===== config.mk =====
export PLATFORM = sky130hd
export DESIGN_NAME = http_byte_range_parser_unit
export DESIGN_NICKNAME = d
export VERILOG_FILES = /design/src/rtl/hbrp_pkg.sv /design/src/rtl/hbrp_parse.sv /design/src/rtl/hbrp_resolve.sv /design/src/rtl/http_byte_range_parser_unit.sv
export SDC_FILE = /design/constraint.sdc
export NUM_CORES = 2
export LEC_CHECK = 0
export ABC_CLOCK_PERIOD_IN_PS = 14900
export BUFFER_PORTS_ARGS = -buffer_cell sky130_fd_sc_hd__buf_2
export CORE_MARGIN = 10
export CORE_UTILIZATION = 28
export CTS_CLUSTER_SIZE = 40
export DETAILED_ROUTE_END_ITERATION = 6
export GPL_ROUTABILITY_DRIVEN = 1
export PLACE_DENSITY = 0.5
export SYNTH_ARGS = -nofsm -noshare
export SYNTH_HDL_FRONTEND = slang
export SYNTH_HIERARCHICAL = 1
export SYNTH_SLANG_ARGS = --single-unit

===== constraint.sdc =====
create_clock -name aclk -period 14.9 [get_ports aclk]
set_input_delay 1.49 -clock aclk [delete_from_list [all_inputs] [get_ports aclk]]
set_output_delay 1.49 -clock aclk [all_outputs]
set_load 0.005 [all_outputs]

===== src/rtl/hbrp_pkg.sv =====
// Shared types, constants and per-character scan helpers for the byte-range parser.
package hbrp_pkg;

    localparam int unsigned NUM_W = 63;

    localparam logic [NUM_W-1:0] MAX63 = {NUM_W{1'b1}};

    localparam logic [7:0] CH_COMMA = 8'h2C;
    localparam logic [7:0] CH_DASH  = 8'h2D;
    localparam logic [7:0] CH_PLUS  = 8'h2B;
    localparam logic [7:0] CH_SPACE = 8'h20;
    localparam logic [7:0] CH_ZERO  = 8'h30;
    localparam logic [7:0] CH_NINE  = 8'h39;
    localparam logic [7:0] CH_TAB   = 8'h09;
    localparam logic [7:0] CH_CR    = 8'h0D;

    localparam logic [2:0] PREFIX_LEN = 3'd6;

    typedef enum logic [2:0] {
        PH_PREFIX = 3'b001,
        PH_LEFT   = 3'b010,
        PH_RIGHT  = 3'b100
    } phase_t;

    typedef enum logic [4:0] {
        SC_WS    = 5'b00001,
        SC_SIGN  = 5'b00010,
        SC_DIG   = 5'b00100,
        SC_NODIG = 5'b01000,
        SC_END   = 5'b10000
    } scan_t;

    typedef struct packed {
        logic [7:0]       header_byte;
        logic             byte_present;
        logic             is_last;
        logic [NUM_W-1:0] file_len;
    } hbrp_in_t;

    typedef struct packed {
        logic             range_ok;
        logic [NUM_W-1:0] first_byte;
        logic [NUM_W-1:0] last_byte;
    } hbrp_out_t;

    // one stoll-style number scanner
    typedef struct packed {
        scan_t            scan;
        logic [NUM_W-1:0] value;
        logic             negative;
        logic             overflow;
    } hbrp_num_t;

    typedef struct packed {
        phase_t    phase;
        logic [2:0] prefix_pos;
        logic      prefix_failed;
        logic      comma_seen;
        logic      left_blank;
        logic      right_blank;
        hbrp_num_t left;
        hbrp_num_t right;
    } hbrp_state_t;

    // parse state captured on the final beat, with the file size
    typedef struct packed {
        hbrp_state_t      st;
        logic [NUM_W-1:0] file_len;
    } hbrp_snap_t;

    localparam hbrp_num_t NUM_RESET = '{
        scan:     SC_WS,
        value:    '0,
        negative: 1'b0,
        overflow: 1'b0
    };

    localparam hbrp_state_t STATE_RESET = '{
        phase:         PH_PREFIX,
        prefix_pos:    3'd0,
        prefix_failed: 1'b0,
        comma_seen:    1'b0,
        left_blank:    1'b1,
        right_blank:   1'b1,
        left:          NUM_RESET,
        right:         NUM_RESET
    };

    // "bytes="
    function automatic logic [7:0] prefix_char(input logic [2:0] pos);
        logic [7:0] ch;
        case (pos)
            3'd0:    ch = 8'h62;
            3'd1:    ch = 8'h79;
            3'd2:    ch = 8'h74;
            3'd3:    ch = 8'h65;
            3'd4:    ch = 8'h73;
            3'd5:    ch = 8'h3D;
            default: ch = 8'h00;
        endcase
        return ch;
    endfunction

    // advance one number scanner by one character
    function automatic hbrp_num_t scan_step(input hbrp_num_t cur, input logic [7:0] c);
        hbrp_num_t       nx;
        logic            digit;
        logic            ws;
        logic            take;
        logic [NUM_W+3:0] acc;
        nx    = cur;
        digit = (c >= CH_ZERO) && (c <= CH_NINE);
        ws    = (c == CH_SPACE) || ((c >= CH_TAB) && (c <= CH_CR));
        take  = 1'b0;
        unique case (cur.scan) inside
            SC_WS: begin
                if (ws) begin
                    take = 1'b0;
                end else if ((c == CH_PLUS) || (c == CH_DASH)) begin
                    nx.negative = (c == CH_DASH);
                    nx.scan     = SC_SIGN;
                end else if (!digit) begin
                    nx.scan = SC_NODIG;
                end else begin
                    take = 1'b1;
                end
            end
            SC_SIGN, SC_DIG: begin
                if (!digit) begin
                    nx.scan = (cur.scan == SC_DIG) ? SC_END : SC_NODIG;
                end else begin
                    take = 1'b1;
                end
            end
            default: take = 1'b0;
        endcase
        // value*10 + digit; value never exceeds 2^63-1 so 67 bits hold it
        acc = {1'b0, cur.value, 3'b000} + {3'b000, cur.value, 1'b0}
            + {{(NUM_W){1'b0}}, c[3:0]};
        if (take) begin
            nx.scan = SC_DIG;
            if (!cur.overflow) begin
                if (acc > {4'b0000, MAX63}) begin
                    nx.overflow = 1'b1;
                end else begin
                    nx.value = acc[NUM_W-1:0];
                end
            end
        end
        return nx;
    endfunction

endpackage


===== src/rtl/hbrp_parse.sv =====
// Per-character header parse state: prefix match, dash split and two number scanners.
module hbrp_parse (
    input  logic                 aclk,
    input  logic                 aresetn,
    input  logic                 adv,
    input  hbrp_pkg::hbrp_in_t   item,
    output hbrp_pkg::hbrp_state_t st_next
);

    hbrp_pkg::hbrp_state_t st_reg;

    always_comb begin
        st_next = st_reg;
        if (item.byte_present) begin
            unique case (st_reg.phase)
                hbrp_pkg::PH_PREFIX: begin
                    if (item.header_byte != hbrp_pkg::prefix_char(st_reg.prefix_pos)) begin
                        st_next.prefix_failed = 1'b1;
                    end
                    st_next.prefix_pos = st_reg.prefix_pos + 3'd1;
                    if (st_reg.prefix_pos == hbrp_pkg::PREFIX_LEN - 3'd1) begin
                        st_next.phase = hbrp_pkg::PH_LEFT;
                    end
                end
                hbrp_pkg::PH_LEFT: begin
                    if (item.header_byte == hbrp_pkg::CH_COMMA) begin
                        st_next.comma_seen = 1'b1;
                    end
                    if (item.header_byte == hbrp_pkg::CH_DASH) begin
                        st_next.phase = hbrp_pkg::PH_RIGHT;
                    end else begin
                        if (item.header_byte != hbrp_pkg::CH_SPACE) begin
                            st_next.left_blank = 1'b0;
                        end
                        st_next.left = hbrp_pkg::scan_step(st_reg.left, item.header_byte);
                    end
                end
                hbrp_pkg::PH_RIGHT: begin
                    if (item.header_byte == hbrp_pkg::CH_COMMA) begin
                        st_next.comma_seen = 1'b1;
                    end
                    if (item.header_byte != hbrp_pkg::CH_SPACE) begin
                        st_next.right_blank = 1'b0;
                    end
                    st_next.right = hbrp_pkg::scan_step(st_reg.right, item.header_byte);
                end
                default: st_next = st_reg;
            endcase
        end
    end

    // state returns to reset after every final beat
    always_ff @(posedge aclk) begin
        if (!aresetn) begin
            st_reg <= hbrp_pkg::STATE_RESET;
        end else if (adv) begin
            st_reg <= item.is_last ? hbrp_pkg::STATE_RESET : st_next;
        end
    end

endmodule


===== src/rtl/hbrp_resolve.sv =====
// Turns a captured parse state and file size into the final byte range.
module hbrp_resolve (
    input  hbrp_pkg::hbrp_snap_t snap,
    output hbrp_pkg::hbrp_out_t  result
);

    logic [hbrp_pkg::NUM_W-1:0] f;
    logic [hbrp_pkg::NUM_W-1:0] a;
    logic [hbrp_pkg::NUM_W-1:0] b;
    logic                       gen_fail;
    logic                       left_ok;
    logic                       right_ok;
    logic                       left_bad;
    logic                       right_bad;

    assign f = snap.file_len;
    assign a = snap.st.left.value;
    assign b = snap.st.right.value;

    assign gen_fail = (f == '0) || snap.st.prefix_failed || snap.st.comma_seen
                   || (snap.st.phase != hbrp_pkg::PH_RIGHT)
                   || (snap.st.left_blank && snap.st.right_blank);

    assign left_ok  = !snap.st.left.overflow
                   && ((snap.st.left.scan == hbrp_pkg::SC_DIG)
                    || (snap.st.left.scan == hbrp_pkg::SC_END));
    assign right_ok = !snap.st.right.overflow
                   && ((snap.st.right.scan == hbrp_pkg::SC_DIG)
                    || (snap.st.right.scan == hbrp_pkg::SC_END));
    // minus zero reads as zero
    assign left_bad  = snap.st.left.negative && (a != '0);
    assign right_bad = snap.st.right.negative && (b != '0);

    always_comb begin
        result = '0;
        if (!gen_fail) begin
            if (snap.st.left_blank) begin
                // suffix form: last b bytes
                if (right_ok && !right_bad && (b != '0)) begin
                    result.range_ok   = 1'b1;
                    result.first_byte = (b >= f) ? '0 : (f - b);
                    result.last_byte  = f - {{(hbrp_pkg::NUM_W-1){1'b0}}, 1'b1};
                end
            end else if (left_ok && !left_bad && (a < f)) begin
                if (snap.st.right_blank) begin
                    result.range_ok   = 1'b1;
                    result.first_byte = a;
                    result.last_byte  = f - {{(hbrp_pkg::NUM_W-1){1'b0}}, 1'b1};
                end else if (right_ok && !right_bad && (b >= a)) begin
                    result.range_ok   = 1'b1;
                    result.first_byte = a;
                    result.last_byte  = (b >= f) ? (f - {{(hbrp_pkg::NUM_W-1){1'b0}}, 1'b1})
                                                 : b;
                end
            end
        end
    end

endmodule


===== src/rtl/http_byte_range_parser_unit.sv =====
// Top level of the HTTP single byte-range header parser.
// The Range header streams in one character per input beat; the beat with is_last set
// also carries the file size and produces exactly one result beat (range_ok, first_byte,
// last_byte; offsets zero when rejected). One input beat is taken every clock cycle while
// no final beat is held in the input register waiting for room downstream. A final beat
// sits in the input register while the character parser folds it into the parse state
// (its multiply-by-ten accumulate into a 63-bit value is the longest path) and the
// outcome lands in the snapshot register; from there the range resolver (63-bit
// compares and subtracts against the file size) feeds the result register that drives
// m_valid. The beat in the input register only waits when it is final and both the snapshot
// and result registers are full with m_ready low; while it waits, s_ready stays low.
module http_byte_range_parser_unit (
    input  logic                aclk,
    input  logic                aresetn,
    input  logic                s_valid,
    output logic                s_ready,
    input  hbrp_pkg::hbrp_in_t  s_data,
    output logic                m_valid,
    input  logic                m_ready,
    output hbrp_pkg::hbrp_out_t m_data
);

    // input register
    hbrp_pkg::hbrp_in_t    in_reg;
    logic                  in_valid_reg;
    // final-beat snapshot
    hbrp_pkg::hbrp_snap_t  snap_reg;
    logic                  snap_valid_reg;
    // result register
    hbrp_pkg::hbrp_out_t   out_reg;
    logic                  out_valid_reg;

    hbrp_pkg::hbrp_state_t st_next;
    hbrp_pkg::hbrp_out_t   result;

    logic out_free;
    logic snap_free;
    logic in_adv;
    logic in_free;

    // backward-flowing stall chain; only a final beat needs room downstream
    assign out_free  = !out_valid_reg || m_ready;
    assign snap_free = !snap_valid_reg || out_free;
    assign in_adv    = in_valid_reg && (!in_reg.is_last || snap_free);
    assign in_free   = !in_valid_reg || in_adv;
    assign s_ready   = in_free;

    always_ff @(posedge aclk) begin
        if (!aresetn) begin
            in_valid_reg <= 1'b0;
        end else if (in_free) begin
            in_valid_reg <= s_valid;
        end
    end

    always_ff @(posedge aclk) begin
        if (s_valid && in_free) begin
            in_reg <= s_data;
        end
    end

    hbrp_parse u_parse (
        .aclk    (aclk),
        .aresetn (aresetn),
        .adv     (in_adv),
        .item    (in_reg),
        .st_next (st_next)
    );

    // capture the state as it stands after the final character
    always_ff @(posedge aclk) begin
        if (!aresetn) begin
            snap_valid_reg <= 1'b0;
        end else if (snap_free) begin
            snap_valid_reg <= in_adv && in_reg.is_last;
        end
    end

    always_ff @(posedge aclk) begin
        if (in_adv && in_reg.is_last) begin
            snap_reg.st       <= st_next;
            snap_reg.file_len <= in_reg.file_len;
        end
    end

    hbrp_resolve u_resolve (
        .snap   (snap_reg),
        .result (result)
    );

    always_ff @(posedge aclk) begin
        if (!aresetn) begin
            out_valid_reg <= 1'b0;
        end else if (out_free) begin
            out_valid_reg <= snap_valid_reg;
        end
    end

    always_ff @(posedge aclk) begin
        if (snap_valid_reg && out_free) begin
            out_reg <= result;
        end
    end

    assign m_valid = out_valid_reg;
    assign m_data  = out_reg;

endmodule


* After elaboration in Yosys (flattened, before gate mapping)
Cells that the tools add are included.
Word-level totals: register bits 563, bits of input ports 77, output and inout port bits 129, word-level logic and storage cells 192
Cells by class: add/subtract/negate cells 7, magnitude comparators 9, equal/unequal tests 25, muxes and demuxes 67, reduce and logical (&&, ||, !) cells 46
Operator list (number):
- 2-to-1 mux 127 bit | 5
- 2-to-1 mux 63 bit | 6
- 2-to-1 mux 150 bit | 2
- 2-to-1 mux 70 bit | 3
- 2-to-1 mux 68 bit | 2
- adder 66 x 64 -> 67 bit | 2
- adder 67 x 4 -> 67 bit | 2
- greater-than comparator 67 x 63 -> 1 bit (second input constant) | 2
- >= comparator 63 bit | 2
- nonzero test 63 bit | 2
- logical NOT 63 bit | 1
- less-than comparator 63 bit | 1
- subtractor 63 x 1 -> 63 bit (second input constant) | 1
- subtractor 63 bit | 1
- 2-to-1 mux 5 bit | 10
- case mux 7 bit (6 select lines) | 1
- == test 8 x 6 -> 1 bit (second input constant) | 4
- 2-to-1 mux 1 bit | 28
- == test 5 x 3 -> 1 bit (second input constant) | 4
- case mux 5 bit (2 select lines) | 2
- logical AND 1 bit | 16
- 2-to-1 mux 8 bit | 2
- logical OR 1 bit | 12
- == test 5 x 1 -> 1 bit (second input constant) | 2
- 22 further kinds | 41

* Depth between registers and ports, before layout
depth in word-level cells 14, gate-level depth with buffers 18, mapped depth without buffers 15

* By module
Netlist, hierarchy kept.
By module, submodules not included:
- hbrp_parse | times used 1, cells an instance 2129, area each 16233.1 um^2, sequential area each 3002.9 um^2
- http_byte_range_parser_unit | times used 1, cells an instance 430, area each 12547.0 um^2, sequential area each 12462.0 um^2
- hbrp_resolve | times used 1, cells an instance 1689, area each 10955.5 um^2, sequential area each 0.0 um^2

* Worst setup path after synthesis
OpenSTA, ideal clock, no wires.
path kind input to register, start input port m_ready, end register snap_reg[0] in the netlist's numbering (enable), setup time 790 ps, data arrival time 10525 ps, data required time 14110 ps, slack 3585 ps, stages 2, buffers on the path 0, cells stage by stage and3b_1 > nor2_1
On the way: word-level cells in the longest chain between the ends 5
Ends and longest elaborated chain:
- start, declared | RTL line http_byte_range_parser_unit.sv:19 | input logic m_ready,
- logical OR 1 bit | RTL line http_byte_range_parser_unit.sv:42 | assign out_free = !out_valid_reg || m_ready;
- logical OR 1 bit | RTL line http_byte_range_parser_unit.sv:43 | assign snap_free = !snap_valid_reg || out_free;
- logical OR 1 bit | RTL line http_byte_range_parser_unit.sv:44 | assign in_adv = in_valid_reg && (!in_reg.is_last || snap_free);
- logical AND 1 bit | RTL line http_byte_range_parser_unit.sv:44
- logical AND 1 bit | RTL line http_byte_range_parser_unit.sv:80 | if (in_adv && in_reg.is_last) begin
- end, declared | RTL line http_byte_range_parser_unit.sv:27 | hbrp_pkg::hbrp_snap_t snap_reg;
No other way between the ends. A chain may end at the register's enable or synchronous reset.

* Worst setup path in the final report
start register in_reg[68] in the netlist's numbering, end register u_parse/st_reg[76] in the netlist's numbering
On the way: word-level cells in the longest chain between the ends 14, elaborated cells on any way between the ends 27, those cells by class add/sub: 1; order compare: 5; eq/ne: 3; mux: 14; reduce/logical: 4
Ends and longest elaborated chain:
- start, declared | RTL line http_byte_range_parser_unit.sv:24 | hbrp_pkg::hbrp_in_t in_reg;
- start signal, assigned | RTL line http_byte_range_parser_unit.sv:58 | in_reg <= s_data;
- parallel branches: the longest is 10 deep, another holds adder 67 x 4 -> 67 bit
- 2-to-1 mux 70 bit (*) | RTL line hbrp_parse.sv:29 | if (item.header_byte == hbrp_pkg::CH_DASH) begin
- 2-to-1 mux 70 bit (*) | RTL line hbrp_parse.sv:15 | unique case (st_reg.phase)
- 2-to-1 mux 150 bit (*) | RTL line hbrp_parse.sv:14 | if (item.byte_present) begin
- 2-to-1 mux 150 bit (*) | RTL line hbrp_parse.sv:57 | st_reg <= item.is_last ? hbrp_pkg::STATE_RESET : st_next;
- end signal, assigned | RTL line hbrp_parse.sv:55 | st_reg <= hbrp_pkg::STATE_RESET;
- end signal, assigned | RTL line hbrp_parse.sv:57
- end, declared | RTL line hbrp_parse.sv:10 | hbrp_pkg::hbrp_state_t st_reg;
Every way passes the cells marked *. The select of a mux whose other input is x is not followed.

==> impl_metrics.tcl <==
set metrics [dict create \
    p_comb_share_pct 8.5 \
    worst_ep_required_time_ps 15490 \
    cts_max_path_buffers 3 \
    clkLatencyLatePin_ps 690 \
    drv_slew 0 \
    synthCells 4244 \
    vdd_drop_max_mv 0.0939 \
    switching_share_pct 26.2 \
    critPathKind "reg -> reg" \
    final_period_minus_worst_setup_slack_ps 5770 \
    vias_in_the_first_global_route 32200 \
    grt_first_pass_wirelength_um 218000 \
    fmax_mhz 173 \
    worst_slew_margin_rel_pct 17.7 \
    finalCoreUtilization_pct 31.8 \
    place.detailed.hpwl_um 117000 \
    min-delay-path-class "reg -> reg" \
    clock_h_tree_levels 3 \
    worstMarginPinSlew_ps 1230 \
    power_mw 3.90 \
    crit_path_start_kind "flop" \
    result_of_the_run "complete, no violations" \
    synth_area_um2 39600 \
    final_hold_viol_count 0 \
    placementRows 138 \
    maximum_number_of_pins_on_one_net_before_global_route_repair 103 \
    p_seq_share_pct 46.5 \
    post_layout_nonfiller_instances 6313 \
    timing.critical_path.slowest_cell_delay_ps 710 \
    syn_avg_cell_area_um2 9.34 \
    critical_path_peak_fanout 42 \
    route.detailed.drc 0 \
    sequence_of_cells_on_the_critical_path "inv_1 -> fa_1 -> inv_1 -> ha_1 -> a211oi_1 -> o211ai_1 -> a31oi_2 -> o31ai_1 -> o21ai_2 -> o31ai_2 -> a211oi_2 -> xnor2_1 -> nor4_4 -> nand2_2 -> buf_4 -> o2bb2ai_1" \
    wire_per_inst_um 23.5 \
    drive_above_1_share_pct 9.70 \
    detail_route.vias_per_cell 5.36 \
    antenna_left 0 \
    grt_remaining_overflow 0 \
    internal_power_mw 2.88 \
    crit_path_top_delay_cell "sky130_fd_sc_hd__nor4_4" \
    cts_stage_hold_buffer_count 0 \
    initial_utilization_pct 28.1 \
    dr.pass1.iters 5 \
    synth_warnings 6 \
    finalSetupViolations 0 \
    grt_antenna_before_repair 7 \
    largest_register_ff_count 210 \
    cts_made_buffers 70 \
    root_buffer "sky130_fd_sc_hd__clkbuf_16" \
    die_h_um 396 \
    critical_path_end_type "flop" \
    drt_iter0_markers 3008 \
    grt_setup_unrepaired "false" \
    sinks_on_clock_net 563 \
    power.density_cell_area_nw_per_um2 86.9 \
    power.leakage_nw 18.6 \
    final.period_utilization_pct 38.7 \
    crit_top_cell "sky130_fd_sc_hd__inv_1" \
    io_buffers 205 \
    route.vias.total 33800 \
    cts_tree "yes" \
    groute.usage.overall_pct 18.1 \
    fin_skew_ps 37.8 \
    die_x_um 396 \
    synthToLayoutAreaGrowth_pct 13.1 \
    crit_arrival_ps 6360 \
    synth_fp_nets 4772 \
    die_area_um2 157000 \
    place_congestion 0.939 \
    maxCapViolations 0 \
    fin_setup_tns_ps 0 \
    post_cts_resized 0 \
    floorplan.io_pins 206 \
    antennaDiodeCount 0 \
    core-area_um2 141000 \
    fillCellCount 14700 \
    final_net_count 4896 \
    cts.repair_timing.setup_buffer_count 0 \
    worst_setup_hold_path_clk_slew_ps 60 \
    detail_route.wirelength_um 148000 \
    power.net_switching_mw 1.02 \
    share_clk_of_total_power_pct 45.0 \
    numPlacedInstances 6186 \
]
## area by class of cell
class,count,area [um^2],area share [%]
multi-input cells,3230,22500,50.1
flip-flops and latches,563,15400,34.3
well taps,1890,2360,5.28
clock buffers,88,1910,4.27
repair buffers,240,1290,2.87
inverters,263,987,2.20
clock inverters,39,434,0.968
## cells in the final DEF, fill, tap and decap left out, types with 20 or more instances in the layout
cell type	n
sky130_fd_sc_hd__o211ai_1	23
sky130_fd_sc_hd__nand2_1	443
sky130_fd_sc_hd__a21o_1	107
sky130_fd_sc_hd__o21a_1	27
sky130_fd_sc_hd__xnor2_1	144
sky130_fd_sc_hd__o21ai_1	20
sky130_fd_sc_hd__o21bai_1	23
sky130_fd_sc_hd__dfxtp_1	153
sky130_fd_sc_hd__ha_1	446
sky130_fd_sc_hd__a22o_1	45
sky130_fd_sc_hd__nor2_1	267
sky130_fd_sc_hd__nand2b_1	81
sky130_fd_sc_hd__nor4_1	63
sky130_fd_sc_hd__and3_1	34
sky130_fd_sc_hd__o21ai_0	223
sky130_fd_sc_hd__nor2b_1	43
sky130_fd_sc_hd__nand4_1	106
sky130_fd_sc_hd__xor2_1	88
sky130_fd_sc_hd__clkbuf_16	73
sky130_fd_sc_hd__edfxtp_1	410
sky130_fd_sc_hd__o2bb2ai_1	76
sky130_fd_sc_hd__a31oi_1	32
sky130_fd_sc_hd__nand3_1	105
sky130_fd_sc_hd__buf_4	35
sky130_fd_sc_hd__a211oi_1	75
sky130_fd_sc_hd__buf_2	205
sky130_fd_sc_hd__inv_1	260
sky130_fd_sc_hd__a21oi_1	354
sky130_fd_sc_hd__nor3_1	59
## final timing paths
| check | startpoint | end | slack (ps) | depth (start not counted) |
|---|---|---|---|---|
| max reg2reg | in_reg[68] | u_parse/st_reg[76] | 9130 | 16 |
| min | in_reg[52] | snap_reg[52] | 400 | 0 |
| min reg2reg | in_reg[52] | snap_reg[52] | 400 | 0 |
| max | in_reg[68] | u_parse/st_reg[76] | 9130 | 16 |
## metal layers
metal	wire length, um	share of wire [%]	track usage [%]	up-vias
li1	-	-	-	16000
met1	68600	46	25.4	16500
met2	66300	45	28.6	1076
met3	9100	6.1	2.88	195
met4	4320	2.9	5.15	0
met5	0	0	0	-
## power groups by stage
stage / logic [mW] / clock network [mW] / registers [mW]
6_report: 0.330 / 1.75 / 1.81
5_1_grt: 0.364 / 1.86 / 1.82
4_1_cts: 0.326 / 1.81 / 1.81
3_5_place_dp: 0.324 / 0 / 1.84
3_3_place_gp: 0.321 / 0 / 1.85
2_1_floorplan: 0.226 / 0 / 1.80
## stage by stage
step	setup WS, ps	instance area, um^2	hold slack, ps
final	9130	44800	397
after global routing	8810	44800	421
after floorplan	3710	39600	400
after detailed placement	9210	42500	405
after global placement	9230	42500	403
after CTS	9180	44800	397
## critical path, delay by kind of cell (launching register included)
family	cells	cell delay (ps)
AO/OA/AOI/OAI	8	2140
AND/OR/NAND/NOR	2	1190
adder cells (fa/ha/maj)	2	920
buffers and inverters	3	700
flip-flops	1	440
XOR/XNOR	1	200
Note: power is estimated with default switching activity, not from simulation.
